[src/rtl/oaht_pkg.sv]
// package: widths, codes and helpers for the open address hash table
`default_nettype none
package oaht_pkg;
  localparam int TableEntries = 64;
  localparam int SlotBits = $clog2(TableEntries);
  localparam int KeyBytes = 8;
  localparam int ValueBits = 32;
  localparam int LenBits = 4;
  localparam int CountBits = 7;
  localparam int LoadNum = 7;
  localparam int LoadDen = 10;
  // largest entry_count that still allows one more live entry
  localparam int LoadMaxCount = (TableEntries * LoadNum) / LoadDen - 1;

  localparam logic [1:0] ModeInsert = 2'd0;
  localparam logic [1:0] ModeLookup = 2'd1;
  localparam logic [1:0] ModeRemove = 2'd2;
  // spare code, handled as a lookup
  localparam logic [1:0] ModeSpare = 2'd3;

  localparam logic [2:0] StOk = 3'd0;
  localparam logic [2:0] StNotFound = 3'd1;
  localparam logic [2:0] StEmpty = 3'd2;
  localparam logic [2:0] StFull = 3'd3;
  localparam logic [2:0] StExhausted = 3'd4;

  typedef struct packed {
    logic load;     // capture request, start hash
    logic hash_step;
    logic probe_rd; // read slot at current probe
    logic advance;  // next probe index
    logic wr_new;
    logic wr_update;
    logic wr_revive;
    logic wr_remove;
    logic take_value; // latch value of the matching slot
  } oaht_cmd_t;

  typedef struct packed {
    logic empty_key;
    logic hash_done;
    logic used;
    logic tomb;
    logic match;
    logic last_probe;
    logic load_ok;
    logic is_insert;
  } oaht_stat_t;
endpackage
`default_nettype wire

[src/rtl/oaht_controller.sv]
// controller: sequences hash, probe walk, write-back and result
`default_nettype none
module oaht_controller (
  input  wire logic clk,
  input  wire logic rst,
  input  wire logic in_fire,
  input  wire logic [1:0] mode,
  input  wire oaht_pkg::oaht_stat_t stat,
  output oaht_pkg::oaht_cmd_t cmd,
  output logic busy,
  output logic res_valid,
  input  wire logic res_ready,
  output logic [2:0] status
);
  import oaht_pkg::*;

  typedef enum logic [2:0] {SIdle, SHash, SRead, SEval, SDone} state_t;
  state_t state;
  logic [1:0] op;

  always_comb begin
    cmd = '0;
    cmd.load = in_fire;
    cmd.hash_step = (state == SHash) && !stat.hash_done;
    cmd.probe_rd = (state == SRead);
    if (state == SEval) begin
      if (op == ModeInsert) begin
        if (!stat.used) cmd.wr_new = stat.load_ok;
        else if (stat.match) begin
          cmd.wr_update = !stat.tomb;
          cmd.wr_revive = stat.tomb && stat.load_ok;
        end else cmd.advance = !stat.last_probe;
      end else begin
        if (stat.used && !stat.tomb && stat.match) begin
          cmd.take_value = 1'b1;
          cmd.wr_remove = (op == ModeRemove);
        end else if (stat.used) cmd.advance = !stat.last_probe;
      end
    end
  end

  assign busy = (state != SIdle) || res_valid;

  always_ff @(posedge clk) begin
    if (rst) begin
      state <= SIdle;
      res_valid <= 1'b0;
      status <= StOk;
      op <= ModeInsert;
    end else begin
      if (res_valid && res_ready) res_valid <= 1'b0;
      case (state)
        SIdle: if (in_fire) begin
          op <= mode;
          state <= SHash;
        end
        SHash: if (stat.empty_key) begin
          status <= StEmpty;
          res_valid <= 1'b1;
          state <= SIdle;
        end else if (stat.hash_done) state <= SRead;
        SRead: state <= SEval;
        SEval: begin
          state <= SDone;
          if (op == ModeInsert) begin
            if (!stat.used) status <= stat.load_ok ? StOk : StFull;
            else if (stat.match) status <= (stat.tomb && !stat.load_ok) ? StFull : StOk;
            else if (stat.last_probe) status <= StExhausted;
            else state <= SRead;
          end else begin
            if (stat.used && !stat.tomb && stat.match) status <= StOk;
            else if (stat.used && !stat.last_probe) state <= SRead;
            else status <= StNotFound;
          end
        end
        SDone: begin
          res_valid <= 1'b1;
          state <= SIdle;
        end
        default: state <= SIdle;
      endcase
    end
  end
endmodule
`default_nettype wire

[config.mk]
export PLATFORM = sky130hd
export DESIGN_NAME = oaht_controller
export DESIGN_NICKNAME = d
export VERILOG_FILES = /design/src/rtl/oaht_pkg.sv /design/src/rtl/oaht_controller.sv
export SDC_FILE = /design/constraint.sdc
export NUM_CORES = 1
export LEC_CHECK = 0
export BUFFER_PORTS_ARGS = -buffer_cell sky130_fd_sc_hd__buf_2
export CORE_MARGIN = 3
export CORE_UTILIZATION = 25
export DETAILED_ROUTE_END_ITERATION = 12
export PLACE_DENSITY_LB_ADDON = 0.15
export SYNTH_ARGS = -nofsm -noshare
export SYNTH_HDL_FRONTEND = slang
export SYNTH_SLANG_ARGS = --single-unit
[constraint.sdc]
create_clock -name clk -period 2.1 [get_ports clk]
set_input_delay 0.21 -clock clk [delete_from_list [all_inputs] [get_ports clk]]
set_output_delay 0.21 -clock clk [all_outputs]
set_load 0.05 [all_outputs]
==> run_results.csv, run 1 <==
group,metric,value,unit
detailed_routing,met1_length,737,um
detailed_routing,dr.pass1.iters,4,
min_path,holdPathStages,3,
setup_path,crit_path_end_kind,"primary output",
clocking,cts_tree,"yes",
floorplan,dieArea,2860,um^2
detailed_routing,dr_wl_met2,646,um
power,power_density,579,nW/um^2
min_path,min_to,"op[1]",
yosys,syn_avg_cell_area,8.18,um^2
setup_path,r2r-start,"op[1]",
yosys,yosys_warnings,0,
yosys,synth_area_leader_cell,"dfxtp_1",
clocking,cts-root-buf,"clkbuf_4",
setup_path,critical_path.reg2reg.endpoint,"status[0]",
power,peakVddDrop,0.223,mV
timing,setup_slack,123,ps
clocking,clkLatencyLatePin,260,ps
detailed_routing,drc,0,
timing,hold_viol,0,
timing,finalSetupTns,0,ps
run_status,status,"complete, no violations",
timing,relSlewSlack,58.9,%
placement,pre_cts_slack,277,ps
floorplan,core_area,2040,um^2
detailed_routing,routed.top_layer,"met4",
clocking,postCtsSetupBuffers,0,
global_route,first_global_vias,542,
timing,fin_crit,1980,ps
timing,hold-worst-slack,205,ps
clocking,clock-sinks,9,
yosys,synth_seq_area_share,31.9,%
setup_path,start_kind,"flop",
yosys,synth-async-reset-ratio,0,%
floorplan,pin_count,28,
yosys,synth_ff_type,"dfxtp_1",
timing,drv_slew,0,
detailed_routing,viasPerCell,4.88,
setup_path,crit_required,1890,ps
setup_path,cp_top_family,"simple AND/OR/NAND/NOR gates",
global_route,grt_usage,12.3,%
floorplan,placementRows,16,
clocking,cts_made_buffers,3,
setup_path,worstPathCellList,"and2b_2 > nand2_1 > or3_1 > nor3b_2 > buf_6",
detailed_routing,drtIter0Drc,6,
yosys,synth_top_area_share,31.9,%
final_layout,drive_gt1_share,39.2,%
timing,clock-skew-final,3.06,ps
detailed_routing,num_vias,605,
clocking,cts.path.max_buffers,2,
detailed_routing,ant_nets,0,
setup_path,critical_path.max_fanout,8,
detailed_routing,drt_wl_total,1.51,mm
timing,finalSetupViolCount,0,
setup_path,critPathBufInv,1,
yosys,synth_top_cells_by_count,"dfxtp_1, nor2_1, nor3_1",
final_layout,n_antenna_cell,0,
timing,fmax,0.506,GHz
power,p_leak,0.000352,uW
yosys,netlist_instances,69,
setup_path,slowest_stage,"or3_1",
setup_path,ff2ff_setup_slack,600,ps
placement,globalplace.congestion,0.803,
placement,port_buffers,26,
setup_path,worst-setup-path-type,"flop to primary output",
flow_run,drv_cap,0,
detailed_routing,dr_wl_met3,105,um
yosys,synth.area.top_cells,"dfxtp_1, nor2_1, o41ai_2, nor3_1, mux2i_1",
power,total_power,443,uW
setup_path,ff2ff_path_depth,4,
timing,rsz0062_at_grt,"false",
timing,worstMarginPinSlew,607,ps
global_route,antenna_found_initial,0,
yosys,synth_fp_nets,83,
final_layout,nNetsFinal,112,
yosys,synth-seq-cells,9,
floorplan,start_util,27.6,%
clocking,clkTransAtPathRegs,60,ps
final_layout,fin_util,37.5,%
yosys,synth-edff-count,0,
placement,dp_hpwl,1.19,mm
timing,period_share,94.2,%
global_route,grt_max_degree,13,
global_route,grt_pass1_wl,2.42,mm
yosys,synthDistinctLibCells,36,
min_path,holdCritStartpoint,"mode[1]",
clocking,htreeDepth,1,
global_route,grt.overflow.total,0,
final_layout,syn_to_final_growth,35.7,%
detailed_routing,wl_per_cell,12.1,um
min_path,hold_path.class,"primary input to flop",
yosys,syn_area,564,um^2
setup_path,crit_arrival,1770,ps
floorplan,die_x,53.5,um
setup_path,critPathMaxStageDelay,390,ps
floorplan,die_h,53.5,um
[where the power goes]
| group | total [uW] | switching [uW] | internal (uW) |
|---|---|---|---|
| registers | 185 | 6.59 | 179 |
| clock network | 137 | 63.6 | 73.4 |
| logic | 121 | 78.8 | 41.9 |
| total | 443 | 149 | 294 |
[worst min-delay path, stage by stage]
cell and delay, ps:
buf_2 80, mux2i_1 60, nor2_1 80
[state kept, by name, summed over array words and instances, names as in the netlist]
name       cells
op             2
res_valid      1
state          3
status         3
[cell usage in the layout (no fill, tap or decap), types with 2 or more instances in the layout]
| master | n |
|---|---|
| buf_2 | 24 |
| nor2_1 | 9 |
| dfxtp_1 | 8 |
| nor3_1 | 5 |
| clkbuf_4 | 4 |
| nand3_1 | 3 |
| nand2_1 | 3 |
| nor2b_1 | 3 |
| inv_1 | 3 |
| o211ai_1 | 2 |
| o41ai_2 | 2 |
| mux2i_1 | 2 |
| buf_4 | 2 |
[metrics by stage]
step	cell area, um^2	instances
floorplan	569	69
global placement	728	120
global route	766	124
CTS	757	124
finish	766	124
detailed placement	728	120
[final cells by class]
class / count / area (um^2)
fill: 237 / 1280
multi-input combinational: 53 / 359
sequential: 9 / 181
timing repair buffer: 28 / 154
tap: 27 / 33.8
clock buffer: 4 / 26.3
inverter: 3 / 11.3
[cells by family (layout without fill, tap and decap cells)]
logic type | Yosys count | in the layout | synth area share [%]
AO/OA/AOI/OAI | 14 | 14 | 22.4
buffers and inverters | 7 | 35 | 5.54
flip-flops | 9 | 9 | 31.9
multiplexers | 2 | 2 | 3.55
AND/OR/NAND/NOR | 37 | 37 | 36.6
[metal layers]
layer | GRT usage (%) | vias to the layer above
li1 | - | 315
met1 | 16.4 | 262
met2 | 17.1 | 26
met3 | 1.97 | 2
met4 | 9.79 | 0
met5 | 0 | -
[worst max-delay path by stage]
stage	from	end	slack (ps)	cells after the start
after floorplan	state[1]	cmd[3]	40	3
after global placement	state[2]	cmd[1]	280	5
after detailed placement	state[2]	cmd[1]	280	5
after CTS	state[2]	cmd[1]	40	5
after global routing	state[2]	cmd[1]	20	5
final	state[2]	cmd[1]	120	5
[repair_timing]
item | in CTS | in global routing
hold buffers | 0 | 0
resized for setup | 1 | 4
setup endpoints to repair | 1 | 2
Power figures use the tool's default switching activity.
==> run 2: changes to the inputs <==
--- a/config.mk
+++ b/config.mk
@@ -5,6 +5,7 @@
 export SDC_FILE = /design/constraint.sdc
 export NUM_CORES = 1
 export LEC_CHECK = 0
+export ABC_AREA = 1
 export BUFFER_PORTS_ARGS = -buffer_cell sky130_fd_sc_hd__buf_2
 export CORE_MARGIN = 3
 export CORE_UTILIZATION = 25
==> run 2 against run 1 <==
Compared with the run above: power is 5.6% higher; register-to-register slack better by 260 ps; critical path depth is 1 higher; critical path type unchanged; flip-flop and latch count stayed put; sequential power is 3% higher; global-route usage is 1.1 points lower; synthesized cell count is 26% higher; critical endpoint is now cmd[2]; via count is 3.0% higher; design area is 1.1% lower.
==> run_results.csv, run 2 <==
group,metric,value,unit
run_status,status,"complete, no violations",
final_layout,multi_input_area,334,um^2
yosys,yosysMostFrequentCell,"nand2_1",
timing,worstMarginPinSlew,311,ps
floorplan,die_x,53.4,um
final_layout,fin_util,37.1,%
global_route,grt_pass1_wl,2.29,mm
clocking,cts.path.max_buffers,2,
placement,globalplace.congestion,0.828,
timing,hold-worst-slack,162,ps
floorplan,pin_count,28,
yosys,synth_area_leader_cell,"dfxtp_1",
final_layout,nNetsFinal,131,
setup_path,startpoint,"state[2]",
detailed_routing,viasPerCell,4.36,
floorplan,dieArea,2850,um^2
placement,placed_cell_area,731,um^2
yosys,yosys_warnings,0,
final_layout,final_cell_mix,"buf_2, nand2_1, nor2_1",
yosys,syn_avg_cell_area,6.46,um^2
clocking,cts_made_buffers,3,
setup_path,crit_path_end_kind,"primary output",
placement,dp_hpwl,1.15,mm
setup_path,worst-setup-path-type,"flop to primary output",
global_route,antenna_found_initial,0,
yosys,synth-edff-count,0,
clocking,cts-root-buf,"clkbuf_4",
floorplan,start_util,27.5,%
yosys,netlist_instances,87,
yosys,synth_fp_nets,101,
min_path,hold_path.class,"primary input to flop",
detailed_routing,wl_per_cell,9.90,um
timing,rsz0062_at_grt,"false",
placement,port_buffers,26,
timing,clock-skew-final,0.747,ps
final_layout,top_regs,"state x3, status x3, op x2",
global_route,grt.overflow.total,0,
floorplan,die_h,53.4,um
yosys,synth_ff_type,"dfxtp_1",
power,power_density,618,nW/um^2
yosys,synth-async-reset-ratio,0,%
timing,hold_viol,0,
yosys,synth_seq_area_share,32.1,%
floorplan,core_area,2040,um^2
setup_path,start_kind,"flop",
clocking,cts_resized,0,
yosys,synth-seq-cells,9,
final_layout,final_common_cell,"buf_2",
setup_path,critical_path.max_fanout,6,
clocking,clkLatencyLatePin,260,ps
final_layout,layout.cells.non_filler,143,
final_layout,n_fill_cell,248,
timing,fin_crit,1770,ps
detailed_routing,dr.pass1.iters,4,
detailed_routing,num_vias,623,
clocking,clkTransAtPathRegs,60,ps
timing,finalSetupTns,0,ps
timing,finalSetupViolCount,0,
detailed_routing,ant_nets,0,
yosys,synth_top_cells_by_count,"nand2_1, nor2_1, inv_1, dfxtp_1, nand3_1",
flow_run,drv_cap,0,
yosys,synthDistinctLibCells,22,
setup_path,crit_required,1890,ps
power,p_leak,0.000387,uW
global_route,grt_max_degree,7,
clocking,clock-sinks,9,
floorplan,placementRows,16,
setup_path,crit_arrival,1560,ps
clocking,cts_tree,"yes",
final_layout,fin_area,757,um^2
timing,fmax,0.564,GHz
timing,period_share,84.4,%
placement,dp.cells,139,
global_route,grt_usage,11.2,%
final_layout,drive_gt1_share,37.1,%
yosys,synth_top_area_share,32.1,%
final_layout,n_antenna_cell,0,
clocking,htreeDepth,1,
final_layout,syn_to_final_growth,34.7,%
detailed_routing,drc,0,
clocking,hold_buffers,0,
min_path,holdCritStartpoint,"rst",
final_layout,regArea,180,um^2
setup_path,ff2ff_setup_slack,860,ps
timing,drv_slew,0,
clocking,postCtsSetupBuffers,0,
global_route,first_global_vias,536,
detailed_routing,drt_wl_total,1.42,mm
yosys,synth.area.top_cells,"dfxtp_1, nand2_1, nor2_1, inv_1, nand3_1",
setup_path,r2r-start,"state[2]",
detailed_routing,drtIter0Drc,13,
yosys,syn_area,562,um^2
timing,relSlewSlack,79.2,%
power,peakVddDrop,0.309,mV
[run 2: cell types whose count changed in the layout (fill, tap and decap cells not counted), moves of 3 or more]
cell	delta
a21oi_1	+3
inv_1	+10
nand2_1	+14
nand3_1	+3
nor2_1	+6
nor2_2	+3
nor2b_1	-3
nor3_1	-4
[run 2: power by group]
| group | switching [uW] | total, uW | internal (uW) |
|---|---|---|---|
| registers | 7.17 | 190 | 183 |
| logic | 103 | 145 | 41.9 |
| clock network | 59.4 | 133 | 73.2 |
| total | 170 | 468 | 298 |
[run 2: worst paths after layout]
check | endpoint | cells past startpoint
setup reg to reg | status[1] | 8
hold reg to reg | status[2] | 2
hold / removal | res_valid | 2
setup / recovery | cmd[2] | 6
[run 2: layout make-up]
type                    instances  area share, %
clock buffers                   4           3.47
inverters                      14           6.94
multi-input cells              63           44.1
flip-flops and latches          9           23.8
well taps                      27           4.46
repair buffers                 26           17.2
[run 2: kinds of logic after synthesis]
kind of cell | synth area share (%)
AND/OR/NAND/NOR | 49.4
flip-flops | 32.1
buffers and inverters | 10.7
AO/OA/AOI/OAI | 7.80
[run 2: worst max-delay path, stage by stage (launching register included)]
cell and delay [ps]:
dfxtp_1 320, inv_1 100, nand2_1 130, nor2_4 180, nand3_1 130, nor4_2 140
buf_2 300
[run 2: routing by layer]
metal,GRT usage (%),part of all wire [%],wire (um),vias to the layer above
met4,2.55,0.71,10,0
li1,-,-,-,334
met3,6.20,5.9,84,2
met2,16.7,47,662,17
met1,13.9,47,659,270
met5,0,0,0,-
[run 2: per-stage QoR]
step	worst slack (ps)	total power [uW]
2_1_floorplan	90.3	302
3_3_place_gp	581	339
6_report	328	468
4_1_cts	293	477
3_5_place_dp	598	340
5_1_grt	162	501
